### config.mk
export PLATFORM = sky130hd
export DESIGN_NAME = image_intensity_statistics_top
export DESIGN_NICKNAME = d
export VERILOG_FILES = /design/src/rtl/iss_pkg.sv /design/src/rtl/iss_addsub.sv /design/src/rtl/iss_csr.sv /design/src/rtl/iss_accum.sv /design/src/rtl/iss_finish.sv /design/src/rtl/image_intensity_statistics_top.sv
export SDC_FILE = /design/constraint.sdc
export NUM_CORES = 2
export LEC_CHECK = 0
export BUFFER_PORTS_ARGS = -buffer_cell sky130_fd_sc_hd__buf_2
export CORE_AREA = 2 2 293 295
export CTS_CLUSTER_DIAMETER = 80
export CTS_CLUSTER_SIZE = 24
export DETAILED_ROUTE_END_ITERATION = 8
export DIE_AREA = 0 0 295 297
export PLACE_DENSITY = 0.77
export SETUP_SLACK_MARGIN = 0.05
export SLEW_MARGIN = 20
export SYNTH_ARGS = -nofsm -noshare
export SYNTH_HDL_FRONTEND = slang
export SYNTH_HIERARCHICAL = 1
export SYNTH_SLANG_ARGS = --single-unit
### constraint.sdc
create_clock -name clock -period 11.1 [get_ports clock]
set_input_delay 1.11 -clock clock [delete_from_list [all_inputs] [get_ports clock]]
set_output_delay 1.11 -clock clock [all_outputs]
set_load 0.005 [all_outputs]
### src/rtl/iss_pkg.sv
`default_nettype none
package iss_pkg;

   localparam int PIXEL_COUNT_BITS = 24;

   // accumulator widths follow from the pixel count bound
   localparam int CNT_W  = PIXEL_COUNT_BITS + 1;
   localparam int SUM_W  = PIXEL_COUNT_BITS + 8;
   localparam int SQ_W   = PIXEL_COUNT_BITS + 16;
   localparam int DW     = CNT_W + SQ_W;        // N*Q - S^2
   localparam int DIV_W  = DW + 16;             // (D << 16) dividend
   localparam int ITER_W = $clog2(DIV_W + 1);

   localparam int ROOT_W     = 32;
   localparam int ROOT_STEPS = ROOT_W / 2;
   localparam int Y_W        = 30;              // 65536*D/N^2 stays below 2^30

   localparam logic [7:0] DARK_LIMIT_RESET   = 8'd85;
   localparam logic [7:0] MEDIUM_LIMIT_RESET = 8'd170;
   localparam logic [7:0] PIXEL_MAX          = 8'd255;

   typedef enum logic {
      REG_DARK_LIMIT   = 1'b0,
      REG_MEDIUM_LIMIT = 1'b1
   } csr_reg_type;

   typedef struct packed {
      logic [7:0] pixel;
      logic       last;
   } req_type;

   typedef struct packed {
      logic [24:0] pixel_count;
      logic [7:0]  min_value;
      logic [7:0]  max_value;
      logic [15:0] mean_q8;
      logic [21:0] variance_q8;
      logic [14:0] std_dev_q8;
      logic [24:0] dark_total;
      logic [24:0] medium_total;
      logic [24:0] bright_total;
      logic        overflow;
   } rsp_type;

   typedef struct packed {
      logic [7:0] dark_limit;
      logic [7:0] medium_limit;
   } cfg_type;

   typedef struct packed {
      logic [CNT_W-1:0] count;
      logic [7:0]       min_value;
      logic [7:0]       max_value;
      logic [SUM_W-1:0] sum;
      logic [SQ_W-1:0]  square_sum;
      logic [CNT_W-1:0] dark;
      logic [CNT_W-1:0] medium_cnt;
      logic [CNT_W-1:0] bright;
      logic             overflow;
   } stats_type;

   typedef struct packed {
      logic [DW-1:0] a;
      logic [DW-1:0] b;
      logic          subtract;
   } alu_op_type;

   typedef enum logic [2:0] {
      FIN_IDLE,
      FIN_MUL_NQ,
      FIN_MUL_SS,
      FIN_DIV_MEAN,
      FIN_DIV_A,
      FIN_DIV_Y,
      FIN_SQRT,
      FIN_DONE
   } fin_state_type;

endpackage
`default_nettype wire

### src/rtl/iss_addsub.sv
`default_nettype none
module iss_addsub import iss_pkg::*; (
   input  alu_op_type    op,
   output logic [DW:0]   y
);

   // top bit of y is the carry, or the borrow on subtract
   always_comb begin
      if (op.subtract) begin
         y = {1'b0, op.a} - {1'b0, op.b};
      end else begin
         y = {1'b0, op.a} + {1'b0, op.b};
      end
   end

endmodule
`default_nettype wire

### src/rtl/iss_csr.sv
`default_nettype none
module iss_csr import iss_pkg::*; (
   input  logic        clock,
   input  logic        reset,
   input  logic        psel,
   input  logic        penable,
   input  logic        pwrite,
   input  logic [2:0]  paddr,
   input  logic [31:0] pwdata,
   output logic [31:0] prdata,
   output logic        pready,
   output cfg_type     cfg
);

   logic [7:0]  dark_ff, dark_in;
   logic [7:0]  medium_ff, medium_in;
   csr_reg_type sel;
   logic        wr;

   assign sel    = csr_reg_type'(paddr[2]);
   assign pready = 1'b1;
   assign wr     = psel && penable && pwrite && pready;

   always_comb begin
      dark_in   = dark_ff;
      medium_in = medium_ff;
      if (wr) begin
         case (sel)
            REG_DARK_LIMIT:   dark_in   = pwdata[7:0];
            REG_MEDIUM_LIMIT: medium_in = pwdata[7:0];
            default: ;
         endcase
      end
   end

   always_ff @(posedge clock) begin
      if (reset) begin
         dark_ff   <= DARK_LIMIT_RESET;
         medium_ff <= MEDIUM_LIMIT_RESET;
      end else begin
         dark_ff   <= dark_in;
         medium_ff <= medium_in;
      end
   end

   always_comb begin
      case (sel)
         REG_DARK_LIMIT:   prdata = {24'd0, dark_ff};
         REG_MEDIUM_LIMIT: prdata = {24'd0, medium_ff};
         default:          prdata = '0;
      endcase
   end

   assign cfg.dark_limit   = dark_ff;
   assign cfg.medium_limit = medium_ff;

endmodule
`default_nettype wire

### src/rtl/iss_accum.sv
`default_nettype none
module iss_accum import iss_pkg::*; (
   input  logic      clock,
   input  logic      reset,
   input  logic      accept,
   input  req_type   req,
   input  cfg_type   cfg,
   output stats_type stats
);

   localparam stats_type STATS_CLEAR = '{
      count:      '0,
      min_value:  PIXEL_MAX,
      max_value:  8'd0,
      sum:        '0,
      square_sum: '0,
      dark:       '0,
      medium_cnt: '0,
      bright:     '0,
      overflow:   1'b0
   };

   stats_type   acc_ff, acc_in, upd;
   logic [15:0] px_sq;

   assign px_sq = {8'd0, req.pixel} * {8'd0, req.pixel};

   always_comb begin
      upd = acc_ff;
      if (accept) begin
         // top count bit set means the bound is reached
         if (!acc_ff.count[CNT_W-1]) begin
            upd.count      = acc_ff.count + CNT_W'(1);
            upd.sum        = acc_ff.sum + SUM_W'(req.pixel);
            upd.square_sum = acc_ff.square_sum + SQ_W'(px_sq);
            if (req.pixel < acc_ff.min_value) upd.min_value = req.pixel;
            if (req.pixel > acc_ff.max_value) upd.max_value = req.pixel;
            if (req.pixel <= cfg.dark_limit) begin
               upd.dark = acc_ff.dark + CNT_W'(1);
            end else if (req.pixel <= cfg.medium_limit) begin
               upd.medium_cnt = acc_ff.medium_cnt + CNT_W'(1);
            end else begin
               upd.bright = acc_ff.bright + CNT_W'(1);
            end
         end else begin
            upd.overflow = 1'b1;
         end
      end
      acc_in = (accept && req.last) ? STATS_CLEAR : upd;
   end

   always_ff @(posedge clock) begin
      if (reset) begin
         acc_ff <= STATS_CLEAR;
      end else begin
         acc_ff <= acc_in;
      end
   end

   // frame totals including the pixel of this beat
   assign stats = upd;

endmodule
`default_nettype wire

### src/rtl/iss_finish.sv
`default_nettype none
module iss_finish import iss_pkg::*; (
   input  logic      clock,
   input  logic      reset,
   input  logic      start,
   input  stats_type stats,
   input  logic      out_free,
   output logic      busy,
   output logic      done,
   output rsp_type   rsp
);

   localparam logic [ITER_W-1:0] ITER_ONE = ITER_W'(1);

   fin_state_type     state_ff, state_in;
   logic [ITER_W-1:0] iter_ff, iter_in;
   logic [DW-1:0]     acc_ff, acc_in;
   logic [DW-1:0]     opnd_ff, opnd_in;
   logic [SUM_W-1:0]  mult_ff, mult_in;
   logic [DW-1:0]     rem_ff, rem_in;
   logic [DIV_W-1:0]  quo_ff, quo_in;
   logic [ROOT_W-1:0] root_ff, root_in;
   logic [ROOT_W-1:0] bit_ff, bit_in;
   logic [CNT_W-1:0]  n_ff, n_in;
   logic [SUM_W-1:0]  s_ff, s_in;
   rsp_type           rsp_ff, rsp_in;

   alu_op_type        op;
   logic [DW:0]       alu_y;
   logic              borrow;
   logic [DW-1:0]     shifted;

   iss_addsub u_addsub (
      .op (op),
      .y  (alu_y)
   );

   assign borrow  = alu_y[DW];
   assign shifted = {rem_ff[DW-2:0], quo_ff[DIV_W-1]};

   always_comb begin
      op.a        = acc_ff;
      op.b        = opnd_ff;
      op.subtract = 1'b0;
      case (state_ff)
         FIN_MUL_NQ: begin
            op.subtract = 1'b0;
         end
         FIN_MUL_SS: begin
            op.subtract = 1'b1;
         end
         FIN_DIV_MEAN, FIN_DIV_A, FIN_DIV_Y: begin
            op.a        = shifted;
            op.b        = DW'(n_ff);
            op.subtract = 1'b1;
         end
         FIN_SQRT: begin
            // root and bit never overlap, so OR is the sum
            op.b        = DW'(root_ff | bit_ff);
            op.subtract = 1'b1;
         end
         default: ;
      endcase
   end

   always_comb begin
      state_in = state_ff;
      iter_in  = iter_ff;
      acc_in   = acc_ff;
      opnd_in  = opnd_ff;
      mult_in  = mult_ff;
      rem_in   = rem_ff;
      quo_in   = quo_ff;
      root_in  = root_ff;
      bit_in   = bit_ff;
      n_in     = n_ff;
      s_in     = s_ff;
      rsp_in   = rsp_ff;
      done     = 1'b0;
      case (state_ff)
         FIN_IDLE: begin
            if (start) begin
               n_in                = stats.count;
               s_in                = stats.sum;
               rsp_in.pixel_count  = 25'(stats.count);
               rsp_in.min_value    = stats.min_value;
               rsp_in.max_value    = stats.max_value;
               rsp_in.mean_q8      = '0;
               rsp_in.variance_q8  = '0;
               rsp_in.std_dev_q8   = '0;
               rsp_in.dark_total   = 25'(stats.dark);
               rsp_in.medium_total = 25'(stats.medium_cnt);
               rsp_in.bright_total = 25'(stats.bright);
               rsp_in.overflow     = stats.overflow;
               acc_in              = '0;
               opnd_in             = DW'(stats.square_sum);
               mult_in             = SUM_W'(stats.count);
               iter_in             = ITER_W'(CNT_W);
               if (stats.count == '0) begin
                  state_in = FIN_DONE;
               end else begin
                  state_in = FIN_MUL_NQ;
               end
            end
         end
         FIN_MUL_NQ, FIN_MUL_SS: begin
            // shift-add multiply, multiplier LSB first
            if (mult_ff[0]) acc_in = alu_y[DW-1:0];
            opnd_in = {opnd_ff[DW-2:0], 1'b0};
            mult_in = {1'b0, mult_ff[SUM_W-1:1]};
            iter_in = iter_ff - ITER_ONE;
            if (iter_ff == ITER_ONE) begin
               if (state_ff == FIN_MUL_NQ) begin
                  state_in = FIN_MUL_SS;
                  opnd_in  = DW'(s_ff);
                  mult_in  = s_ff;
                  iter_in  = ITER_W'(SUM_W);
               end else begin
                  state_in = FIN_DIV_MEAN;
                  rem_in   = '0;
                  quo_in   = DIV_W'({s_ff, 8'd0});
                  iter_in  = ITER_W'(DIV_W);
               end
            end
         end
         FIN_DIV_MEAN, FIN_DIV_A, FIN_DIV_Y: begin
            // restoring division, one quotient bit per cycle
            rem_in  = borrow ? shifted : alu_y[DW-1:0];
            quo_in  = {quo_ff[DIV_W-2:0], !borrow};
            iter_in = iter_ff - ITER_ONE;
            if (iter_ff == ITER_ONE) begin
               case (state_ff)
                  FIN_DIV_MEAN: begin
                     rsp_in.mean_q8 = quo_in[15:0];
                     state_in       = FIN_DIV_A;
                     rem_in         = '0;
                     quo_in         = {acc_ff, 16'd0};
                     iter_in        = ITER_W'(DIV_W);
                  end
                  FIN_DIV_A: begin
                     state_in = FIN_DIV_Y;
                     rem_in   = '0;
                     iter_in  = ITER_W'(DIV_W);
                  end
                  default: begin
                     rsp_in.variance_q8 = quo_in[Y_W-1:8];
                     state_in           = FIN_SQRT;
                     acc_in             = DW'(quo_in[Y_W-1:0]);
                     root_in            = '0;
                     bit_in             = ROOT_W'(1) << (ROOT_W - 2);
                     iter_in            = ITER_W'(ROOT_STEPS);
                  end
               endcase
            end
         end
         FIN_SQRT: begin
            if (!borrow) begin
               acc_in  = alu_y[DW-1:0];
               root_in = (root_ff >> 1) | bit_ff;
            end else begin
               root_in = root_ff >> 1;
            end
            bit_in  = bit_ff >> 2;
            iter_in = iter_ff - ITER_ONE;
            if (iter_ff == ITER_ONE) begin
               rsp_in.std_dev_q8 = root_in[14:0];
               state_in          = FIN_DONE;
            end
         end
         FIN_DONE: begin
            if (out_free) begin
               done     = 1'b1;
               state_in = FIN_IDLE;
            end
         end
         default: begin
            state_in = FIN_IDLE;
         end
      endcase
   end

   always_ff @(posedge clock) begin
      if (reset) begin
         state_ff <= FIN_IDLE;
         iter_ff  <= '0;
      end else begin
         state_ff <= state_in;
         iter_ff  <= iter_in;
      end
   end

   always_ff @(posedge clock) begin
      acc_ff  <= acc_in;
      opnd_ff <= opnd_in;
      mult_ff <= mult_in;
      rem_ff  <= rem_in;
      quo_ff  <= quo_in;
      root_ff <= root_in;
      bit_ff  <= bit_in;
      n_ff    <= n_in;
      s_ff    <= s_in;
      rsp_ff  <= rsp_in;
   end

   assign busy = (state_ff != FIN_IDLE);
   assign rsp  = rsp_ff;

`ifndef SYNTH
   a_iter_live: assert property (@(posedge clock) disable iff (reset)
      (state_ff != FIN_IDLE && state_ff != FIN_DONE) |-> iter_ff != '0)
      else $error("iteration count ran out inside an arithmetic phase");

   a_start_idle: assert property (@(posedge clock) disable iff (reset)
      start |-> state_ff == FIN_IDLE)
      else $error("frame end taken while finishing previous frame");

   a_root_bit: assert property (@(posedge clock) disable iff (reset)
      state_ff == FIN_SQRT |-> $onehot(bit_ff))
      else $error("square root trial bit lost");

   a_y_range: assert property (@(posedge clock) disable iff (reset)
      (state_ff == FIN_DIV_Y && iter_ff == ITER_ONE) |-> quo_in[DIV_W-1:Y_W] == '0)
      else $error("scaled variance exceeds its range");
`endif

endmodule
`default_nettype wire

### src/rtl/image_intensity_statistics_top.sv
// Pixels without the last flag are taken one per cycle while req_stall is low.
// A beat with last starts the divide/root sequencer, which runs the shift-add
// multiplies, three restoring divisions and the root iterations on the one
// shared adder. req_stall is high while the sequencer is busy, including
// any wait for the output register to free up.
// Reset is synchronous: limits return to 85/170, frame totals clear and rsp_valid drops.
`default_nettype none
module image_intensity_statistics_top import iss_pkg::*; (
   input  logic        clock,
   input  logic        reset,
   input  logic        req_valid,
   output logic        req_stall,
   input  req_type     req_data,
   output logic        rsp_valid,
   input  logic        rsp_stall,
   output rsp_type     rsp_data,
   input  logic        psel,
   input  logic        penable,
   input  logic        pwrite,
   input  logic [2:0]  paddr,
   input  logic [31:0] pwdata,
   output logic [31:0] prdata,
   output logic        pready
);

   cfg_type   cfg;
   stats_type stats;
   rsp_type   fin_rsp;
   rsp_type   rsp_data_ff, rsp_data_in;
   logic      rsp_valid_ff, rsp_valid_in;
   logic      accept;
   logic      busy;
   logic      done;
   logic      out_free;

   assign accept    = req_valid && !req_stall;
   assign req_stall = busy;
   assign out_free  = !rsp_valid_ff || !rsp_stall;

   iss_csr u_csr (
      .clock   (clock),
      .reset   (reset),
      .psel    (psel),
      .penable (penable),
      .pwrite  (pwrite),
      .paddr   (paddr),
      .pwdata  (pwdata),
      .prdata  (prdata),
      .pready  (pready),
      .cfg     (cfg)
   );

   iss_accum u_accum (
      .clock  (clock),
      .reset  (reset),
      .accept (accept),
      .req    (req_data),
      .cfg    (cfg),
      .stats  (stats)
   );

   iss_finish u_finish (
      .clock    (clock),
      .reset    (reset),
      .start    (accept && req_data.last),
      .stats    (stats),
      .out_free (out_free),
      .busy     (busy),
      .done     (done),
      .rsp      (fin_rsp)
   );

   always_comb begin
      rsp_data_in  = rsp_data_ff;
      rsp_valid_in = rsp_valid_ff && rsp_stall;
      if (done) begin
         rsp_data_in  = fin_rsp;
         rsp_valid_in = 1'b1;
      end
   end

   always_ff @(posedge clock) begin
      if (reset) begin
         rsp_valid_ff <= 1'b0;
      end else begin
         rsp_valid_ff <= rsp_valid_in;
      end
   end

   always_ff @(posedge clock) begin
      rsp_data_ff <= rsp_data_in;
   end

   assign rsp_valid = rsp_valid_ff;
   assign rsp_data  = rsp_data_ff;

endmodule
`default_nettype wire

==> flow_summary.toml <==
[run_status]
status = "completed"

[global_route]
grt_usage_pct = 26.79
grt_first_pass_wirelength_um = 185500
grt_pass1_vias = 33030
grt_start_max_net_pins = 106
antenna_found_initial = 2
grt.overflow.total = 0

[synth]
mappedNetlistArea_sq_um = 49540
yosys.area.top_type = "edfxtp_1"
synth_cell_types = 104
yosysMostFrequentCell = "edfxtp_1"
postSynthCellCount = 4626
yosysWarnings = 6
synth-seq-cells = 942
synth_edf_count = 726
ys_seq_area_share_pct = 52.74
yosys-top-cells-area = "edfxtp_1 44%, dfxtp_1 8.7%, nand2_1 4.6%, ha_1 3.9%, and2_1 3.8%"
synth.avg_cell_area_sq_um = 10.71
synth_commonest_cells = "726 x edfxtp_1, 612 x nand2_1, 301 x and2_1"
synth_ff_type = "edfxtp_1"
synthArstFlopShare_pct = 0
synth.top_cell.area_share_pct = 44.01

[timing]
fin_crit_ns = 8.768
clock_skew_ns = 0.05967
max_freq_ghz = 0.1141
tns_ns = 0
setup_ws_ns = 2.332
setup_violations = 0
finalHoldViolations = 0
max_slew_margin_pct = 24.63
tightest_slew_ns = 1.131
rsz0062_at_grt = "no"
slew_violations = 0
finalCritPeriodShare_pct = 78.99

[drt]
drt-vias-per-instance = 6.002
first_pass_iters = 5
drtIter0Drc = 3435
drc = 0
via_count = 35110
drt-total-wl_um = 119400
wl_per_cell_um = 20.41
ant_nets = 0

[hold_path]
hold_start = "u_finish/rsp[65]$_DFFE_PP_"
min_path_type = "reg -> reg"

[clock_network]
postCtsSetupBuffers = 0
clock_sinks = 942
worstSkewPairLatency_ns = 0.67
numCtsBuffers = 49
cts_resized = 0
cts_max_level = 2
cts_root_buf = "clkbuf_16"
clk_path_buf_depth = 3
cts_tree = "yes"
path_clk_slew_ns = 0.10
hold_buffers = 0

[placed_design]
gp_congestion = 0.9466
pre_cts_slack_ns = 2.596
dpl.hpwl_um = 84490
portBuffers = 204

[worst_setup_path]
crit_start = "u_finish/state_ff[2]$_SDFFE_PP0P_"
cp.required_ns = 11.45
crit_path_end_kind = "register"
start_kind = "register"
cp_max_fo = 105
cp.arrival_ns = 9.12
reg2reg_from = "u_finish/state_ff[2]$_SDFFE_PP0P_"
critPathKind = "reg -> reg"

[layout]
register_area_sq_um = 26130
area_growth_pct = 6.640
multi_input_area_sq_um = 21740
nets = 4908
nFillCells = 6733
layout-drive-gt1-share_pct = 9.588

[die]
io_pins = 256
coreArea_sq_um = 84480
die_w_um = 295
start_util_pct = 58.64
rows = 107
dieHeight_um = 297
die_area_sq_um = 87620

[flow_run]
drv_cap = 0
==> flip-flops by register name, summed over array words and instances, names as in the netlist, 3 cells and up <==
signal and flops:
rsp_data 170, u_accum/acc_ff 189, u_csr/dark_ff 8, u_csr/medium_ff 8, u_finish/acc_ff 65, u_finish/bit_ff 16, u_finish/iter_ff 7, u_finish/mult_ff 32
u_finish/opnd_ff 65, u_finish/quo_ff 81, u_finish/rem_ff 64, u_finish/root_ff 31, u_finish/rsp 170, u_finish/s_ff 32, u_finish/state_ff 3
==> kinds of logic after synthesis <==
family | Yosys count | synth area share [%]
mux | 199 | 4.132
flops | 942 | 52.74
buf+inv | 447 | 3.867
simple gates | 1760 | 18.03
xor+xnor | 250 | 4.420
other cells | 2 | 0.01516
fa+ha+maj | 193 | 5.465
compound gates | 833 | 11.34
==> routing by layer <==
layer  part of all wire (%)  GRT usage (%)
met1                     43          38.13
met2                     46          41.89
met3                    7.9          4.461
met4                    3.4          8.831
met5                      0              0
==> critical path, stage by stage, from the launching register on <==
cell and delay, ns:
dfxtp_4 1.11, a21boi_0 0.61, nor2_2 0.09, buf_4 0.26
a211o_1 0.39, or4_1 0.54, nor3_1 0.24, and2_0 0.35
nand4b_1 0.24, nor2_1 0.42, a21oi_1 0.14, xnor2_1 0.24
ha_1 0.36, a21o_1 0.21, a21o_1 0.17, a21oi_1 0.25
o21ai_0 0.15, a21o_1 0.20, a21oi_1 0.13, o21ai_0 0.13
a31oi_1 0.44, xor2_4 0.62, buf_4 0.77, mux2i_1 0.28
nor2_1 0.06
==> final cells by class <==
type	count	share of cell area, %
Tap cell	1144	2.709
Multi-Input combinational cell	3260	41.15
Sequential cell	942	49.46
Inverter	165	1.191
Antenna cell	2	0.009474
Clock buffer	74	2.499
Timing Repair Buffer	246	2.598
Clock inverter	17	0.3837
==> final timing paths <==
path	end	slack, ns	cells after the start
worst max-delay path	u_finish/rem_ff[60]$_SDFFCE_PP0P_	2.33	24
worst min-delay path	rsp_data[65]$_DFFE_PP_	0.39	0
worst max register to register	u_finish/rem_ff[60]$_SDFFCE_PP0P_	2.33	24
worst min register to register	rsp_data[65]$_DFFE_PP_	0.39	0
==> cells in the final DEF (no fill, tap or decap), types with 21 or more instances in the layout <==
cell,netlist,final
buf_2,54,204
dfxtp_1,216,213
conb_1,2,25
a22o_1,21,21
clkbuf_16,0,49
nand2_1,612,609
mux2i_1,155,155
o211ai_1,25,25
inv_1,164,162
mux2_2,44,44
and3_1,52,52
or4_1,33,33
nor3_1,60,60
a21o_1,92,91
fa_1,39,39
nand4_1,81,81
buf_4,27,39
edfxtp_1,726,726
and2_1,301,301
nand2b_1,75,74
a31oi_1,33,33
nor2b_1,29,28
xor2_1,105,104
o21ai_0,90,88
nor4_1,33,33
ha_1,154,154
nor2_1,267,264
a221o_1,56,56
a21oi_1,282,278
xnor2_1,145,145
o22ai_1,29,29
nand3_1,110,110
clkbuf_1,164,25
o31ai_1,57,57
or3_1,24,24
==> through the flow <==
stage	cell area [sq um]	util, %	cells	hold slack (ns)
final	52830	62.54	5850	0.3882
after global routing	52820	62.53	5848	0.4068
after CTS	52790	62.49	5847	0.4062
after detailed placement	51270	60.69	5756	0.4045
after global placement	51270	60.69	5756	0.4004
after floorplan	49630	-	4649	0.4003
Power is not shown: default switching activity piles up to over one toggle a cycle in this logic, so the estimate is an artifact.
